**src/rtl/csvp_pkg.sv**
```systemverilog
package csvp_pkg;

   // Character codes that steer the parser.
   localparam logic [7:0] CHAR_COMMA   = 8'h2C;
   localparam logic [7:0] CHAR_NEWLINE = 8'h0A;
   localparam logic [7:0] CHAR_PLUS    = 8'h2B;
   localparam logic [7:0] CHAR_MINUS   = 8'h2D;
   localparam logic [7:0] CHAR_ZERO    = 8'h30;
   localparam logic [7:0] CHAR_NINE    = 8'h39;
   localparam logic [7:0] CHAR_SPACE   = 8'h20;
   localparam logic [7:0] CHAR_TAB     = 8'h09;
   localparam logic [7:0] CHAR_VTAB    = 8'h0B;
   localparam logic [7:0] CHAR_FF      = 8'h0C;
   localparam logic [7:0] CHAR_CR      = 8'h0D;

   // Result kinds.
   localparam logic KIND_SAMPLE  = 1'b0;
   localparam logic KIND_SUMMARY = 1'b1;

   // Saturation limits, clamp bounds and the reset value of the offset.
   localparam logic [23:0] ROW_MAX     = 24'hFF_FFFF;
   localparam logic [15:0] COL_MAX     = 16'hFFFF;
   localparam logic [31:0] POS_LIMIT   = 32'h7FFF_FFFF;
   localparam logic [31:0] NEG_LIMIT   = 32'h8000_0000;
   localparam logic [31:0] OFFSET_INIT = 32'hFFFF_D8F0;

   // Parser phase within one field.
   typedef enum logic [1:0] {
      PHASE_BLANK  = 2'd0,
      PHASE_DIGITS = 2'd1,
      PHASE_DONE   = 2'd2
   } phase_type;

   // Finished field handed from the scanner to the statistics stage.
   typedef struct packed {
      logic        kind;
      logic [31:0] magnitude;
      logic        negative;
      logic [23:0] rows;
      logic [15:0] columns;
   } field_type;

endpackage

```
**src/rtl/csv_integer_field_parser.sv**
```systemverilog
// Channel  Direction  tdata / data                               tuser
// req      in         [7:0] text_byte                            end_of_input
// rsp      out        [15:0] sample, [47:16] least_seen,         item_kind
//                     [79:48] greatest_seen, [103:80] rows_seen,
//                     [119:104] columns_last_row
// csr      in         [31:0] value_offset                        -
//
// One byte is accepted every cycle while the stage register is empty or moving on; a
// byte that finishes a field has its result registered in the stage register first.
// The field scanner registers each finished field; the statistics stage applies the
// offset and min/max update and loads the output register.
// Reset is synchronous and active high; it restores value_offset to -10000.
// A stalled result beat holds the output register; bytes that finish no field keep
// flowing, and the first one that finishes a field waits in the stage register.
module csv_integer_field_parser
   import csvp_pkg::*;
#(
   parameter int FIELD_CHAR_LIMIT = 50
) (
   input  logic         clock,
   input  logic         reset,
   input  logic         req_tvalid,
   output logic         req_tready,
   input  logic [7:0]   req_tdata,   // [7:0] text_byte
   input  logic         req_tuser,   // [0] end_of_input
   output logic         rsp_tvalid,
   input  logic         rsp_tready,
   output logic [119:0] rsp_tdata,   // sample, least_seen, greatest_seen, rows_seen,
                                     // columns_last_row
   output logic         rsp_tuser,   // [0] item_kind
   input  logic         csr_valid,
   output logic         csr_ready,
   input  logic [31:0]  csr_data     // [31:0] value_offset
);

   logic [31:0] value_offset_ff, value_offset_in;
   logic        req_fire;
   logic        s1_valid;
   logic        s1_ready;
   field_type   s1_field;

   // Offset register.
   assign csr_ready       = 1'b1;
   assign value_offset_in = (csr_valid && csr_ready) ? csr_data : value_offset_ff;

   always_ff @(posedge clock) begin
      if (reset) begin
         value_offset_ff <= OFFSET_INIT;
      end else begin
         value_offset_ff <= value_offset_in;
      end
   end

   // A byte enters when the stage register is empty or about to move on.
   assign req_tready = !s1_valid || s1_ready;
   assign req_fire   = req_tvalid && req_tready;

   csvp_scan #(
      .FIELD_CHAR_LIMIT (FIELD_CHAR_LIMIT)
   ) u_scan (
      .clock        (clock),
      .reset        (reset),
      .req_fire     (req_fire),
      .text_byte    (req_tdata),
      .end_of_input (req_tuser),
      .s1_ready     (s1_ready),
      .s1_valid     (s1_valid),
      .s1_field     (s1_field)
   );

   csvp_stats u_stats (
      .clock        (clock),
      .reset        (reset),
      .value_offset (value_offset_ff),
      .s1_valid     (s1_valid),
      .s1_field     (s1_field),
      .s1_ready     (s1_ready),
      .rsp_valid    (rsp_tvalid),
      .rsp_ready    (rsp_tready),
      .rsp_kind     (rsp_tuser),
      .rsp_data     (rsp_tdata)
   );

endmodule

```
**src/rtl/csvp_scan.sv**
```systemverilog
module csvp_scan
   import csvp_pkg::*;
#(
   parameter int FIELD_CHAR_LIMIT = 50
) (
   input  logic        clock,
   input  logic        reset,
   input  logic        req_fire,
   input  logic [7:0]  text_byte,
   input  logic        end_of_input,
   input  logic        s1_ready,
   output logic        s1_valid,
   output field_type   s1_field
);

   localparam logic [7:0] LIMIT = 8'(FIELD_CHAR_LIMIT);

   logic [31:0] field_magnitude_ff, field_magnitude_in;
   logic        field_negative_ff, field_negative_in;
   phase_type   parse_phase_ff, parse_phase_in;
   logic [7:0]  field_char_count_ff, field_char_count_in;
   logic [23:0] row_count_ff, row_count_in;
   logic [15:0] column_count_ff, column_count_in;
   logic [15:0] last_row_columns_ff, last_row_columns_in;
   logic        s1_valid_ff, s1_valid_in;
   field_type   s1_field_ff, s1_field_in;

   logic [35:0] times_ten;
   logic [31:0] digit_magnitude;
   logic [31:0] parsed_magnitude;
   logic        parsed_negative;
   phase_type   parsed_phase;
   logic [7:0]  count_next;
   logic [15:0] column_inc;
   logic [23:0] row_inc;
   logic        is_digit;
   logic        is_blank;
   logic        emit;
   logic        emit_kind;

   // Magnitude times ten plus the digit, saturating at 32 bits.
   assign times_ten = ({4'd0, field_magnitude_ff} << 3) + ({4'd0, field_magnitude_ff} << 1)
                      + {32'd0, text_byte[3:0]};
   assign digit_magnitude = (times_ten[35:32] != 4'd0) ? '1 : times_ten[31:0];

   assign count_next = field_char_count_ff + 8'd1;
   assign column_inc = (column_count_ff == COL_MAX) ? column_count_ff : column_count_ff + 16'd1;
   assign row_inc    = (row_count_ff == ROW_MAX) ? row_count_ff : row_count_ff + 24'd1;

   assign is_digit = text_byte inside {[CHAR_ZERO:CHAR_NINE]};
   assign is_blank = text_byte inside {CHAR_SPACE, CHAR_TAB, CHAR_VTAB, CHAR_FF, CHAR_CR};

   // Effect of one ordinary character on the field being parsed.
   always_comb begin
      parsed_magnitude = field_magnitude_ff;
      parsed_negative  = field_negative_ff;
      parsed_phase     = parse_phase_ff;
      case (parse_phase_ff)
         PHASE_BLANK: begin
            if (is_blank) begin
               parsed_phase = PHASE_BLANK;
            end else if (text_byte == CHAR_PLUS || text_byte == CHAR_MINUS) begin
               parsed_negative = (text_byte == CHAR_MINUS);
               parsed_phase    = PHASE_DIGITS;
            end else if (is_digit) begin
               parsed_magnitude = digit_magnitude;
               parsed_phase     = PHASE_DIGITS;
            end else begin
               parsed_phase = PHASE_DONE;
            end
         end
         PHASE_DIGITS: begin
            if (is_digit) begin
               parsed_magnitude = digit_magnitude;
            end else begin
               parsed_phase = PHASE_DONE;
            end
         end
         default: begin
            parsed_phase = PHASE_DONE;
         end
      endcase
   end

   // Field, row and column bookkeeping for an accepted beat.
   always_comb begin
      field_magnitude_in  = field_magnitude_ff;
      field_negative_in   = field_negative_ff;
      parse_phase_in      = parse_phase_ff;
      field_char_count_in = field_char_count_ff;
      row_count_in        = row_count_ff;
      column_count_in     = column_count_ff;
      last_row_columns_in = last_row_columns_ff;
      emit                = 1'b0;
      emit_kind           = KIND_SAMPLE;
      s1_field_in.magnitude = field_magnitude_ff;
      s1_field_in.negative  = field_negative_ff;
      if (req_fire) begin
         if (end_of_input) begin
            emit      = 1'b1;
            emit_kind = KIND_SUMMARY;
            column_count_in = 16'd0;
         end else if (text_byte == CHAR_COMMA) begin
            emit = 1'b1;
            column_count_in = column_inc;
         end else if (text_byte == CHAR_NEWLINE) begin
            emit = 1'b1;
            column_count_in     = 16'd0;
            last_row_columns_in = column_inc;
            row_count_in        = row_inc;
         end else if (count_next >= LIMIT) begin
            emit = 1'b1;
            column_count_in = column_inc;
            s1_field_in.magnitude = parsed_magnitude;
            s1_field_in.negative  = parsed_negative;
         end else begin
            field_magnitude_in  = parsed_magnitude;
            field_negative_in   = parsed_negative;
            parse_phase_in      = parsed_phase;
            field_char_count_in = count_next;
         end
         // Any emitted item starts a fresh field.
         if (emit) begin
            field_magnitude_in  = 32'd0;
            field_negative_in   = 1'b0;
            parse_phase_in      = PHASE_BLANK;
            field_char_count_in = 8'd0;
         end
      end
      s1_field_in.kind    = emit_kind;
      s1_field_in.rows    = row_count_in;
      s1_field_in.columns = last_row_columns_in;
   end

   // Stage register hand-off: a held item leaves when the next stage takes it.
   always_comb begin
      if (req_fire) begin
         s1_valid_in = emit;
      end else if (s1_ready) begin
         s1_valid_in = 1'b0;
      end else begin
         s1_valid_in = s1_valid_ff;
      end
   end

   always_ff @(posedge clock) begin
      if (reset) begin
         field_magnitude_ff  <= 32'd0;
         field_negative_ff   <= 1'b0;
         parse_phase_ff      <= PHASE_BLANK;
         field_char_count_ff <= 8'd0;
         row_count_ff        <= 24'd0;
         column_count_ff     <= 16'd0;
         last_row_columns_ff <= 16'd0;
         s1_valid_ff         <= 1'b0;
      end else begin
         field_magnitude_ff  <= field_magnitude_in;
         field_negative_ff   <= field_negative_in;
         parse_phase_ff      <= parse_phase_in;
         field_char_count_ff <= field_char_count_in;
         row_count_ff        <= row_count_in;
         column_count_ff     <= column_count_in;
         last_row_columns_ff <= last_row_columns_in;
         s1_valid_ff         <= s1_valid_in;
      end
   end

   // Payload of the stage register.
   always_ff @(posedge clock) begin
      if (req_fire && emit) begin
         s1_field_ff <= s1_field_in;
      end
   end

   assign s1_valid = s1_valid_ff;
   assign s1_field = s1_field_ff;

`ifndef NO_ASSERTIONS
   // A field never rests at the character limit; reaching it flushes the field.
   a_count_below_limit: assert property (@(posedge clock) disable iff (reset)
      field_char_count_ff < LIMIT)
      else $error("field character count reached the limit");

   // While still skipping blanks, no sign or digit has been taken.
   a_blank_phase_clean: assert property (@(posedge clock) disable iff (reset)
      (parse_phase_ff == PHASE_BLANK) |-> (field_magnitude_ff == 32'd0 && !field_negative_ff))
      else $error("field state not clean in blank phase");

   // End of input drops the partial field and the partial row.
   a_end_clears: assert property (@(posedge clock) disable iff (reset)
      (req_fire && end_of_input) |=>
         (column_count_ff == 16'd0 && parse_phase_ff == PHASE_BLANK))
      else $error("end of input did not clear the field");
`endif

endmodule

```
**src/rtl/csvp_stats.sv**
```systemverilog
module csvp_stats
   import csvp_pkg::*;
(
   input  logic         clock,
   input  logic         reset,
   input  logic [31:0]  value_offset,
   input  logic         s1_valid,
   input  field_type    s1_field,
   output logic         s1_ready,
   output logic         rsp_valid,
   input  logic         rsp_ready,
   output logic         rsp_kind,
   output logic [119:0] rsp_data
);

   logic [31:0]  running_min_ff, running_min_in;
   logic [31:0]  running_max_ff, running_max_in;
   logic         rsp_valid_ff, rsp_valid_in;
   logic         rsp_kind_ff;
   logic [119:0] rsp_data_ff, rsp_data_in;

   logic [31:0] clamped;
   logic [31:0] offset_value;
   logic        take;

   assign s1_ready = !rsp_valid_ff || rsp_ready;
   assign take     = s1_valid && s1_ready;

   // Clamp the magnitude into the signed 32-bit range and apply the offset.
   always_comb begin
      if (s1_field.negative) begin
         clamped = 32'd0 - ((s1_field.magnitude > NEG_LIMIT) ? NEG_LIMIT : s1_field.magnitude);
      end else begin
         clamped = (s1_field.magnitude > POS_LIMIT) ? POS_LIMIT : s1_field.magnitude;
      end
      offset_value = clamped - value_offset;
   end

   // Extrema update and result assembly.
   always_comb begin
      running_min_in = running_min_ff;
      running_max_in = running_max_ff;
      if (take && s1_field.kind == KIND_SAMPLE) begin
         if ($signed(offset_value) < $signed(running_min_ff)) begin
            running_min_in = offset_value;
         end
         if ($signed(offset_value) > $signed(running_max_ff)) begin
            running_max_in = offset_value;
         end
      end
      rsp_data_in = {s1_field.columns, s1_field.rows, running_max_in, running_min_in,
                     (s1_field.kind == KIND_SAMPLE) ? offset_value[15:0] : 16'd0};
      if (take) begin
         rsp_valid_in = 1'b1;
      end else if (rsp_ready) begin
         rsp_valid_in = 1'b0;
      end else begin
         rsp_valid_in = rsp_valid_ff;
      end
   end

   always_ff @(posedge clock) begin
      if (reset) begin
         running_min_ff <= 32'd0;
         running_max_ff <= 32'd0;
         rsp_valid_ff   <= 1'b0;
      end else begin
         running_min_ff <= running_min_in;
         running_max_ff <= running_max_in;
         rsp_valid_ff   <= rsp_valid_in;
      end
   end

   // Output register payload.
   always_ff @(posedge clock) begin
      if (take) begin
         rsp_kind_ff <= s1_field.kind;
         rsp_data_ff <= rsp_data_in;
      end
   end

   assign rsp_valid = rsp_valid_ff;
   assign rsp_kind  = rsp_kind_ff;
   assign rsp_data  = rsp_data_ff;

`ifndef NO_ASSERTIONS
   // Both extrema start at zero, so the minimum never rises above it nor the maximum below.
   a_extrema_order: assert property (@(posedge clock) disable iff (reset)
      ($signed(running_min_ff) <= 0 && $signed(running_max_ff) >= 0))
      else $error("running extrema out of order");

   // A summary leaves the extrema untouched.
   a_summary_keeps_extrema: assert property (@(posedge clock) disable iff (reset)
      (take && s1_field.kind == KIND_SUMMARY) |=>
         ($stable(running_min_ff) && $stable(running_max_ff)))
      else $error("summary changed the extrema");
`endif

endmodule

```
**config.mk**
```make
export PLATFORM = sky130hd
export DESIGN_NAME = csv_integer_field_parser
export DESIGN_NICKNAME = d
export VERILOG_FILES = /design/src/rtl/csvp_pkg.sv /design/src/rtl/csv_integer_field_parser.sv /design/src/rtl/csvp_scan.sv /design/src/rtl/csvp_stats.sv
export SDC_FILE = /design/constraint.sdc
export NUM_CORES = 1
export LEC_CHECK = 0
export ABC_CLOCK_PERIOD_IN_PS = 6250
export BUFFER_PORTS_ARGS = -buffer_cell sky130_fd_sc_hd__buf_2
export CORE_ASPECT_RATIO = 0.8
export CORE_MARGIN = 2
export CORE_UTILIZATION = 55
export DETAILED_ROUTE_END_ITERATION = 6
export GPL_TIMING_DRIVEN = 0
export PLACE_DENSITY = 0.74
export SYNTH_ARGS = -nofsm -noshare
export SYNTH_HDL_FRONTEND = slang
export SYNTH_HIERARCHICAL = 1
export SYNTH_SLANG_ARGS = --single-unit
```
**constraint.sdc**
```tcl
create_clock -name clock -period 6.25 [get_ports clock]
set_clock_uncertainty 0.2 [all_clocks]
set_input_delay 0.9375 -clock clock [delete_from_list [all_inputs] [get_ports clock]]
set_output_delay 0.9375 -clock clock [all_outputs]
set_load 0.02 [all_outputs]
```
==> impl_table.tex <==
\begin{tabular}{lr}
\hline
Metric & Value \\
\hline
\multicolumn{2}{l}{\textbf{Timing}} \\
\quad Max-slew headroom & 0.398 \\
\quad Pins Over Slew Limit & 0 \\
\quad Tightest Pin Transition & 0.897 ns \\
\quad Post-route worst setup slack & -0.422 ns \\
\quad \# setup viols final & 122 \\
\quad Final Critical Period & 6.67 ns \\
\quad Unrepaired setup endpoints after global routing & true \\
\quad Hold violation total from the final report & 0 \\
\quad Post-route clock period utilization & 1.07 \\
\quad Highest achievable clock rate & 150 MHz \\
\multicolumn{2}{l}{\textbf{Routing}} \\
\quad Met3 routed wirelength & 3860 um \\
\quad Number of search-and-repair iterations in the first detailed-routing pass & 5 \\
\quad Highest Signal Layer & met4 \\
\quad Number of nets still failing antenna checks after routing & 0 \\
\quad Routed vias/inst & 5.95 \\
\quad Violation count after the first detailed-route iteration & 1393 \\
\quad Vias after detailed routing & 18.9k \\
\quad Routed length per instance & 20.3 um \\
\quad Total wire length after detailed routing & 64600 um \\
\quad Routed length on met1 & 29000 um \\
\quad DRC errors left & 0 \\
\quad Length of routed met2 wiring & 29600 um \\
\multicolumn{2}{l}{\textbf{Final layout}} \\
\quad Final standard cell utilization of the core & 0.683 \\
\quad Number of inserted diodes & 0 \\
\quad Count of nets after finishing & 2819 \\
\quad Layout cell share with drive strength beyond 1 & 0.249 \\
\quad Area growth, synth to finish & 22.7\% \\
\quad Most common cell after layout, fill and taps aside & dfxtp\_1 \\
\quad Fill cells & 3072 \\
\quad Top library cells by usage in the layout, fill and taps aside & dfxtp\_1, edfxtp\_1, buf\_2, nand2\_1, nor2\_1 \\
\quad Final standard cell area without fillers & 0.0277 sq mm \\
\multicolumn{2}{l}{\textbf{Floorplanning}} \\
\quad I/O pins & 170 \\
\quad Die span in x & 230 um \\
\quad Initial Util & 0.557 \\
\quad Core Area & 0.0405 sq mm \\
\quad Die Height & 185 um \\
\quad Core Rows & 66 \\
\quad Die ar. & 0.0427 sq mm \\
\multicolumn{2}{l}{\textbf{Clock network}} \\
\quad Number of buffers added by the clock tree synthesis step & 40 \\
\quad Clock root buffer master & clkbuf\_16 \\
\quad Clock transition at path regs & 0.06 ns \\
\quad Clock tree from TritonCTS & built \\
\quad CTS max path bufs & 3 \\
\quad CTS H-tree lvls & 2 \\
\quad Worst-skew pair later-pin latency & 0.55 ns \\
\quad Total number of clock tree sinks & 392 \\
\multicolumn{2}{l}{\textbf{Global route}} \\
\quad Vias in the first global route & 17.9k \\
\quad Overall global routing resource usage & 0.295 \\
\quad Largest net degree at the start of global routing & 67 \\
\quad Antenna violations before repair & 0 \\
\quad Final global-route overflow total & 0 \\
\quad First-pass GRT wire length & 99300 um \\
\multicolumn{2}{l}{\textbf{Place}} \\
\quad GP Congestion & 0.942 \\
\quad \# port buffers & 167 \\
\quad Area post-placement & 0.0242 sq mm \\
\quad HPWL after detailed placement & 46600 um \\
\multicolumn{2}{l}{\textbf{Critical path}} \\
\quad Worst Path Required & 6.48 ns \\
\quad Crit path launch type & flop \\
\quad Crit-path max FO & 10 \\
\quad Crit path largest cell delay & 0.42 ns \\
\quad Worst Path Arrival & 6.90 ns \\
\quad Slowest CP cell & edfxtp\_1 \\
\quad Path type of the worst setup path & flop to flop \\
\quad CP endpoint kind & flop \\
\multicolumn{2}{l}{\textbf{Yosys}} \\
\quad Count of distinct cell types in the synthesized netlist & 100 \\
\quad Synth area leaders & edfxtp\_1, dfxtp\_1, ha\_1 \\
\quad Register area share after synthesis & 0.434 \\
\quad Cell taking the most area after synthesis & edfxtp\_1 \\
\quad Flip-flop and latch count after synthesis & 392 \\
\quad Number of enable flip-flop cells after synthesis & 195 \\
\quad Predominant post-synthesis flop cell & dfxtp\_1 \\
\quad Post-synthesis net count & 2513 \\
\quad Mean area per synthesized cell & 9.80 sq um \\
\quad Post-synth ARST share & 0 \\
\quad YS warnings & 6 \\
\quad Share of the synthesized area in the top cell type & 0.259 \\
\quad Cell Area, Synth & 0.0226 sq mm \\
\quad Cell count after synthesis & 2302 \\
\multicolumn{2}{l}{\textbf{Power and ir drop}} \\
\quad LEAKAGE & 11.4 nW \\
\quad Cell Pwr Density & 244 mW/mm\^{}2 \\
\quad Worst vdd rail ir drop & 0.251 mV \\
\multicolumn{2}{l}{\textbf{Run status}} \\
\quad Outcome & complete, but fails checks \\
\quad Violated checks & negative setup slack \\
\multicolumn{2}{l}{\textbf{Hold path}} \\
\quad Hold Crit Class & flop to flop \\
\multicolumn{2}{l}{\textbf{Run}} \\
\quad Maximum Capacitance Violations & 0 \\
\hline
\end{tabular}
critical path, delay by kind of cell, from the launching register on:
kind,cells,cell delay [ns]
compound gates,11,2.12
simple gates,9,1.72
buf+inv,5,0.81
fa+ha+maj,2,0.62
flops,1,0.42
xor+xnor,1,0.34
mux,1,0.30
worst paths after layout:
check,slack (ns),cells after the start,end,from
setup / recovery,-0.42,29,u_stats/running_max_ff[18],u_scan/s1_field[62]
hold / removal,0.21,0,u_stats/rsp_data[119],u_scan/s1_field[15]
setup reg to reg,-0.42,29,u_stats/running_max_ff[18],u_scan/s1_field[62]
hold reg to reg,0.21,0,u_stats/rsp_data[119],u_scan/s1_field[15]
sequential cells by signal (all words and copies together) (netlist names):
signal and cells:
u_stats/running_max_ff 32, u_stats/rsp_data 120, u_scan/field_magnitude_ff 32, u_scan/parse_phase_ff 2, u_stats/rsp_valid 1, u_scan/field_char_count_ff 8
u_scan/s1_valid 1, u_scan/s1_field 74, u_stats/rsp_kind 1, value_offset_ff 32, u_scan/field_negative_ff 1, u_stats/running_min_ff 32
u_scan/column_count_ff 16, u_scan/last_row_columns_ff 16, u_scan/row_count_ff 24
synth_stat cells (7+ instances only):
library cell,instances
and3_1,23
nand3b_1,12
o31ai_1,7
clkbuf_1,70
nor4_1,11
mux2_2,46
ha_1,162
a21boi_0,8
nor2_1,163
o22ai_1,10
nand4_1,41
nor3_1,48
a21o_1,35
a211o_1,26
dfxtp_1,197
mux2_4,21
and2_1,14
and4_1,11
a221oi_1,7
a31oi_1,18
mux2i_1,14
a211oi_1,27
nand2_1,170
nand3_1,43
o21a_1,18
or2_2,10
o211ai_1,13
o22a_1,10
buf_2,14
and2b_1,21
xnor2_1,47
edfxtp_1,195
xor2_1,48
buf_6,7
a21oi_1,173
o21ai_1,7
a32o_1,20
nand2b_1,20
nor2b_1,127
inv_1,141
o21ai_0,111
timing repair:
| action | 4_1_cts | 5_1_grt |
|---|---|---|
| pin swaps | 79 | 74 |
| resized for setup | 222 | 72 |
| setup buffers | 76 | 29 |
| hold buffers | 0 | 0 |
| setup endpoints to repair | 128 | 128 |
| gates cloned | 2 | 1 |
per-layer routing:
metal / GRT usage / vias to the layer above
li1: - / 8994
met1: 0.412 / 9144
met2: 0.479 / 689
met3: 0.0309 / 101
met4: 0.101 / 0
met5: 0 / -
logic make-up (layout without fill, tap and decap cells):
group           after synthesis  in the layout  synth area share
buf+inv                     244            581            0.0472
mux                          82             82            0.0437
simple gates                752            752             0.175
flops                       392            392             0.434
compound gates              570            570             0.170
other cells                   1              1          0.000166
fa+ha+maj                   165            165            0.0925
xor+xnor                     96             96            0.0376
per-stage QoR:
| stage | worst slack, ns | total power, mW | setup TNS [ns] | hold WS, ns | cells |
|---|---|---|---|---|---|
| 6_report | -0.422 | 6.76 | -27.18 | 0.210 | 3183 |
| 5_1_grt | -0.609 | 7.01 | -56.08 | 0.222 | 3183 |
| 4_1_cts | -0.226 | 6.68 | -12.20 | 0.214 | 3158 |
| 3_5_place_dp | -1.91 | 3.92 | -215.85 | 0.205 | 3015 |
| 3_3_place_gp | -1.81 | 3.88 | -210.73 | 0.203 | 3013 |
| 2_1_floorplan | 0.00965 | 3.59 | 0 | 0.200 | 2302 |
where the power goes:
group          total (mW)  switching [mW]  internal, mW
clock network        2.50            1.02          1.49
registers            2.82          0.0426          2.78
logic                1.44           0.827         0.615
final cells by class:
type                            count  area, sq um  share of cell area
Buffer                             92          556              0.0201
Clock buffer                       52         1090              0.0392
Clock inverter                     21          289              0.0104
Inverter                          142          538              0.0194
Multi-Input combinational cell   1666        13000               0.468
Sequential cell                   392         9800               0.354
Tap cell                          544          681              0.0246
Timing Repair Buffer              274         1790              0.0647
Power figures use the tool's default switching activity.
